**config.mk**
```make
export PLATFORM = sky130hd
export DESIGN_NAME = lru_page_frame_replacer
export DESIGN_NICKNAME = d
export VERILOG_FILES = /design/src/hdl/lrupfr_pkg.sv /design/src/hdl/lru_page_frame_replacer.sv
export SDC_FILE = /design/constraint.sdc
export NUM_CORES = 1
export LEC_CHECK = 0
export ABC_AREA = 1
export ABC_CLOCK_PERIOD_IN_PS = 5790
export BUFFER_PORTS_ARGS = -buffer_cell sky130_fd_sc_hd__clkbuf_2
export CORE_ASPECT_RATIO = 0.9
export CORE_MARGIN = 3
export CORE_UTILIZATION = 48
export CTS_CLUSTER_DIAMETER = 30
export CTS_CLUSTER_SIZE = 8
export DETAILED_ROUTE_END_ITERATION = 8
export SETUP_SLACK_MARGIN = 0.15
export SLEW_MARGIN = 20
export SYNTH_ARGS = -nofsm -noshare
export SYNTH_HDL_FRONTEND = slang
export SYNTH_SLANG_ARGS = --single-unit
```
**constraint.sdc**
```tcl
create_clock -name clk -period 5.79 [get_ports clk]
set_input_delay 0 -clock clk [delete_from_list [all_inputs] [get_ports clk]]
set_output_delay 0 -clock clk [all_outputs]
set_load 0.02 [all_outputs]
```
**src/hdl/lrupfr_pkg.sv**
```systemverilog
package lrupfr_pkg;

  localparam int NUM_FRAMES = 8;
  localparam int PAGE_BITS  = 8;
  localparam int FRAME_W    = $clog2(NUM_FRAMES);
  localparam int RANK_W     = $clog2(NUM_FRAMES);
  localparam int CFG_W      = 4;
  localparam int FAULT_W    = 16;

  localparam logic [7:0]         PAGE_MASK   = 8'((64'd1 << PAGE_BITS) - 64'd1);
  localparam logic [RANK_W-1:0]  RANK_OLDEST = RANK_W'(NUM_FRAMES - 1);
  localparam logic [FAULT_W-1:0] FAULT_MAX   = '1;
  localparam logic [CFG_W-1:0]   CFG_RESET   = CFG_W'(8);
  localparam logic [CFG_W-1:0]   CFG_LIMIT   = CFG_W'(NUM_FRAMES);

  typedef struct packed {
    logic [7:0] page_number;
    logic       restart;
  } lrupfr_req_t;

  typedef struct packed {
    logic               hit;
    logic [2:0]         frame_index;
    logic               evicted_valid;
    logic [7:0]         evicted_page;
    logic [FAULT_W-1:0] fault_count;
  } lrupfr_res_t;

endpackage

```
**src/hdl/lru_page_frame_replacer.sv**
```systemverilog
// LRU page frame replacer.
// Request channel: in_valid / in_stall / in_req carry one page reference
// (page_number, restart). Result channel: out_valid / out_stall / out_res carry
// hit, frame_index, evicted_valid, evicted_page and fault_count, one result per
// request, in request order.
// cfg_write / cfg_data set frames_in_use (0 acts as 1, above 8 acts as 8);
// write it only while no request is in flight.
// A request is held in the request register; its result is then written to the result register.
// Throughput: one request per clock while the receiver does not hold out_stall.
// The lookup, victim choice and rank update for a request settle combinationally
// between the request register and the result register, so the next request sees the updated frames directly.
// Reset (rst, synchronous): all frames empty, ranks and fault count zero,
// frames_in_use back to 8; frame contents are not cleared.
// When the receiver holds out_stall, the result register keeps its value, the
// request register keeps the next request, and in_stall rises only once both
// are full.
module lru_page_frame_replacer
  import lrupfr_pkg::*;
(
  input  logic             clk,
  input  logic             rst,
  input  logic             cfg_write,
  input  logic [CFG_W-1:0] cfg_data,
  input  logic             in_valid,
  output logic             in_stall,
  input  lrupfr_req_t      in_req,
  output logic             out_valid,
  input  logic             out_stall,
  output lrupfr_res_t      out_res
);

  logic [CFG_W-1:0]   frames_in_use;
  logic               req_valid;
  lrupfr_req_t        req;

  logic [7:0]         frame_page  [NUM_FRAMES];
  logic [NUM_FRAMES-1:0] frame_valid;
  logic [RANK_W-1:0]  recency_rank [NUM_FRAMES];
  logic [FAULT_W-1:0] fault_total;

  logic                  do_step;
  logic [CFG_W-1:0]      n_act;
  logic [NUM_FRAMES-1:0] act;
  logic [NUM_FRAMES-1:0] v_eff;
  logic [RANK_W-1:0]     r_eff [NUM_FRAMES];
  logic [FAULT_W-1:0]    fault_eff;
  logic [7:0]            page;
  logic [NUM_FRAMES-1:0] match;
  logic [NUM_FRAMES-1:0] empty;
  logic [NUM_FRAMES-1:0] is_max;
  logic                  hit_any;
  logic                  emp_any;
  logic [FRAME_W-1:0]    hit_idx;
  logic [FRAME_W-1:0]    emp_idx;
  logic [FRAME_W-1:0]    vic_idx;
  logic [FRAME_W-1:0]    f_sel;
  logic [RANK_W-1:0]     old_rank;
  logic [NUM_FRAMES-1:0] frame_valid_next;
  logic [RANK_W-1:0]     recency_rank_next [NUM_FRAMES];
  logic [FAULT_W-1:0]    fault_total_next;
  lrupfr_res_t           res_next;

  assign do_step  = req_valid && (!out_valid || !out_stall);
  assign in_stall = req_valid && !do_step;

  always_comb begin
    if (frames_in_use == '0) begin
      n_act = CFG_W'(1);
    end else if (frames_in_use > CFG_LIMIT) begin
      n_act = CFG_LIMIT;
    end else begin
      n_act = frames_in_use;
    end

    page      = req.page_number & PAGE_MASK;
    fault_eff = req.restart ? '0 : fault_total;

    for (int k = 0; k < NUM_FRAMES; k++) begin
      act[k]   = (k < int'(n_act));
      v_eff[k] = frame_valid[k] && !req.restart;
      r_eff[k] = req.restart ? '0 : recency_rank[k];
      match[k] = act[k] && v_eff[k] && (frame_page[k] == page);
      empty[k] = act[k] && !v_eff[k];
    end

    // first maximum rank among active frames
    for (int k = 0; k < NUM_FRAMES; k++) begin
      is_max[k] = act[k];
      for (int j = 0; j < NUM_FRAMES; j++) begin
        if (act[j] && j < k && r_eff[j] >= r_eff[k]) begin
          is_max[k] = 1'b0;
        end
        if (act[j] && j > k && r_eff[j] > r_eff[k]) begin
          is_max[k] = 1'b0;
        end
      end
    end

    hit_any = |match;
    emp_any = |empty;
    hit_idx = '0;
    emp_idx = '0;
    vic_idx = '0;
    for (int k = NUM_FRAMES - 1; k >= 0; k--) begin
      if (match[k]) begin
        hit_idx = FRAME_W'(k);
      end
      if (empty[k]) begin
        emp_idx = FRAME_W'(k);
      end
      if (is_max[k]) begin
        vic_idx = FRAME_W'(k);
      end
    end

    if (hit_any) begin
      f_sel = hit_idx;
    end else if (emp_any) begin
      f_sel = emp_idx;
    end else begin
      f_sel = vic_idx;
    end
    old_rank = r_eff[f_sel];

    frame_valid_next = v_eff;
    for (int k = 0; k < NUM_FRAMES; k++) begin
      recency_rank_next[k] = r_eff[k];
    end

    if (!hit_any && emp_any) begin
      for (int k = 0; k < NUM_FRAMES; k++) begin
        if (v_eff[k] && r_eff[k] != RANK_OLDEST) begin
          recency_rank_next[k] = r_eff[k] + RANK_W'(1);
        end
      end
      frame_valid_next[f_sel] = 1'b1;
    end else begin
      // move f_sel to the front, younger valid frames age by one
      for (int k = 0; k < NUM_FRAMES; k++) begin
        if (FRAME_W'(k) != f_sel && v_eff[k] && r_eff[k] < old_rank) begin
          recency_rank_next[k] = r_eff[k] + RANK_W'(1);
        end
      end
    end
    recency_rank_next[f_sel] = '0;

    if (hit_any || fault_eff == FAULT_MAX) begin
      fault_total_next = fault_eff;
    end else begin
      fault_total_next = fault_eff + FAULT_W'(1);
    end

    res_next.hit           = hit_any;
    res_next.frame_index   = 3'(f_sel);
    res_next.evicted_valid = !hit_any && !emp_any;
    res_next.evicted_page  = (!hit_any && !emp_any) ? frame_page[f_sel] : 8'd0;
    res_next.fault_count   = fault_total_next;
  end

  always_ff @(posedge clk) begin
    if (rst) begin
      frames_in_use <= CFG_RESET;
      req_valid     <= 1'b0;
      out_valid     <= 1'b0;
      frame_valid   <= '0;
      fault_total   <= '0;
      for (int k = 0; k < NUM_FRAMES; k++) begin
        recency_rank[k] <= '0;
      end
    end else begin
      if (cfg_write) begin
        frames_in_use <= cfg_data;
      end
      if (in_valid && !in_stall) begin
        req_valid <= 1'b1;
      end else if (do_step) begin
        req_valid <= 1'b0;
      end
      if (do_step) begin
        out_valid   <= 1'b1;
        frame_valid <= frame_valid_next;
        fault_total <= fault_total_next;
        for (int k = 0; k < NUM_FRAMES; k++) begin
          recency_rank[k] <= recency_rank_next[k];
        end
      end else if (!out_stall) begin
        out_valid <= 1'b0;
      end
    end
  end

  always_ff @(posedge clk) begin
    if (in_valid && !in_stall) begin
      req <= in_req;
    end
    if (do_step) begin
      out_res <= res_next;
      if (!hit_any) begin
        frame_page[f_sel] <= page;
      end
    end
  end

  a_step_gives_result: assert property (@(posedge clk) disable iff (rst)
    do_step |=> out_valid)
    else $error("processed request did not produce a result");

  a_hit_keeps_faults: assert property (@(posedge clk) disable iff (rst)
    do_step && hit_any |=> fault_total == $past(fault_total))
    else $error("fault count moved on a hit");

  a_fill_no_evict: assert property (@(posedge clk) disable iff (rst)
    do_step && !hit_any && emp_any |=> !out_res.evicted_valid)
    else $error("eviction reported while an empty frame was filled");

  a_step_leaves_valid: assert property (@(posedge clk) disable iff (rst)
    do_step |=> frame_valid != '0)
    else $error("no valid frame after a request");

  a_hit_no_evict: assert property (@(posedge clk) disable iff (rst)
    do_step && hit_any |=> out_res.hit && !out_res.evicted_valid)
    else $error("hit result reports an eviction");

endmodule

```
==> out/results.ini <==
[status]
status = completed

[place]
dp_hpwl_microns = 29700
placed_area_sq_mm = 0.0124
port_buffers = 48
placed_cells = 1895
gp_congestion = 0.960

[die]
rows = 53
io_pins = 49
die_w_microns = 172
core_area_sq_mm = 0.0238
start_util_pct = 49.8
dieArea_sq_mm = 0.0266
die_y_microns = 155

[logic_synthesis]
ys_ff_latch = 156
synth_commonest_cells = 384 x nand2_1, 167 x nor2_1, 162 x nand3_1
synth_area_sq_mm = 0.0119
ys_warn_count = 0
ys_async_sr_fraction_pct = 0
synth_edf_count = 126
synth.net_count = 1669
synth.most_common_cell = nand2_1
synth_top_flop_cell = edfxtp_1
avgSynthCellArea_sq_um = 7.62
synthCells = 1556
synth.area.top_cells = edfxtp_1 32%, nand2_1 12%, ha_1 10%, nand3_1 6.8%, nor2_1 5.3%
synth.yosys.seq_area_share_pct = 37.0
synth_area_leader_cell = edfxtp_1
ys_types = 52
synth_top_area_share_pct = 31.9

[layout]
multi_input_area_sq_mm = 0.00653
seq_area_sq_mm = 0.00438
utilization_pct = 55.7
drive_gt1_share_pct = 12.8
final-instance-count-excl-fill = 1952
syn2layout_area_growth_pct = 11.9
finalNetCount = 1750
antenna_cells = 0
stdcell_area_sq_mm = 0.0133
n_fill_cell = 2218

[sta]
fmax_mhz = 201
fin_crit_sh_pct = 85.9
fin_setup_tns_ps = 0
drv_slew = 0
slew_headroom_pct = 32.4
worst_slew_pin_slew_ps = 1010
fin_skew_ps = 12.5
finalSetupViolCount = 0
hold_viol_final = 0
rsz0062_at_grt = false
finalCriticalPeriod_ps = 4980

[routing]
route.detailed.drc = 0
routed-via-count = 11361
drt_iter0_markers = 1195
drt-total-wl_microns = 39700
postRouteAntennaNets = 0
viasPerCell = 5.82
firstDrtPassIters = 7
wire_per_inst_microns = 20.3

[clocking]
clkSinkCount = 156
post_cts_buffers = 0
cts_tree = built
cts_root_buffer = clkbuf_16
h-tree-depth = 4
cts_inserted_buffers = 17
clock_path_buffers = 2
clk_latency_ps = 440
path_clk_slew_ps = 70

[grt]
grt_max_degree = 44
antenna_found_initial = 0
grt_util_all_layers_pct = 30.5
grt_overflow = 0
grt_pass1_wl_microns = 61800
grt_pass1_vias = 10599

[power_and_ir_drop]
power_leakage_nw = 5.94
max-vdd-ir-drop_mv = 0.166
pwr_density_cell_mw_per_mm2 = 220

[min_path]
hold_class = in2reg
whs_path_depth = 4

[setup_path]
crit_fanout = 29
path_class = reg2reg
end_kind = register
crit_required_ps = 5990
start_kind = register
rr_worst_depth = 25
cp.arrival_ps = 5180

[job]
drv_cap = 0

-- final cells by class --
type                    instances  share of cell area, %
clock buffers                  19                   3.26
multi-input cells            1174                   49.2
clock inverters                13                  0.991
inverters                     188                   5.38
well taps                     302                   2.85
flip-flops and latches        156                   33.1
repair buffers                100                   5.23
-- where the power goes --
part | leakage (nW) | internal [mW] | switching (mW) | total, mW
sequential | 1.45 | 1.24 | 0.0229 | 1.27
clock | 0.272 | 0.604 | 0.506 | 1.11
combinational | 4.22 | 0.171 | 0.368 | 0.540
-- kinds of logic after synthesis --
kind of cell	Yosys count	synth area share [%]
mux	1	0.0845
buf+inv	226	8.01
xor+xnor	29	2.14
fa+ha+maj	95	10.0
compound gates	180	9.18
simple gates	869	33.6
flops	156	37.0
-- worst paths after layout --
kind / startpoint / to / slack (ps)
worst max-delay path: req[0]$_DFFE_PP_ / recency_rank[0][6]$_SDFFCE_PN0P_ / 810
worst min-delay path: rst / frame_valid[5]$_SDFFE_PP0P_ / 70
worst max register to register: req[0]$_DFFE_PP_ / recency_rank[0][6]$_SDFFCE_PN0P_ / 810
worst min register to register: frame_valid[4]$_SDFFE_PP0P_ / frame_valid[4]$_SDFFE_PP0P_ / 470
-- sequential cells by signal, indices dropped and copies added, names as in the netlist --
signal,cells
frame_page,64
out_res,29
recency_rank,24
fault_total,16
frame_valid,8
page,8
frames_in_use,4
out_valid,1
req,1
req_valid,1
-- routing by layer --
metal | vias up | wire, microns | GRT usage [%]
met4 | 0 | 599 | 7.05
met5 | - | 0 | 0
met3 | 54 | 3930 | 6.17
li1 | 5450 | - | -
met1 | 5305 | 18600 | 46.5
met2 | 552 | 16600 | 44.4
-- critical path: stages, from the launching register on --
cell	delay, ps
edfxtp_1	410
buf_4	290
nor2_1	450
buf_4	240
inv_1	130
ha_1	320
nand2_1	70
nor2_1	40
a211oi_1	240
o21ai_0	140
nor4_1	270
nand2_1	80
nand2_1	110
inv_1	100
nand3_1	100
nand3_2	540
nand2_1	370
clkinv_1	210
nor2_1	120
o21ai_1	80
inv_2	90
nand3_1	70
nand2_1	110
nand2_1	50
nand2_1	60
nor2_1	40
-- repair_timing --
action,CTS,global route
hold endpoints to repair,15,0
hold buffers,25,0
gates resized for setup,0,0
-- per-stage QoR --
| step | hold WS (ps) | power (mW) | setup WS [ps] |
|---|---|---|---|
| 6_report | 70.6 | 2.91 | 814 |
| 5_1_grt | 158 | 3.04 | 418 |
| 4_1_cts | 19.9 | 2.92 | 912 |
| 3_5_place_dp | 179 | 1.80 | 911 |
| 3_3_place_gp | 176 | 1.80 | 962 |
| 2_1_floorplan | 69.1 | 1.64 | 1730 |
-- cell usage in the layout (no fill, tap or decap), types with 7 or more instances in the layout --
master         count
a21oi_1           26
a22oi_1           10
a31oi_1           19
buf_4             27
clkbuf_16         17
clkbuf_2          48
dfxtp_1           30
dlygate4sd3_1     25
edfxtp_1         126
ha_1              95
inv_1            148
inv_2             37
nand2_1          383
nand2_2           15
nand3_1          162
nand3_2           19
nand3b_1          10
nand4_1           39
nor2_1           166
nor2_2            12
nor3_1            20
o2111ai_1          7
o21a_1             8
o21ai_0           67
o21ai_1           11
o22ai_1            9
xnor2_1           13
xor2_1            16
(Power assumes the default switching activity.)
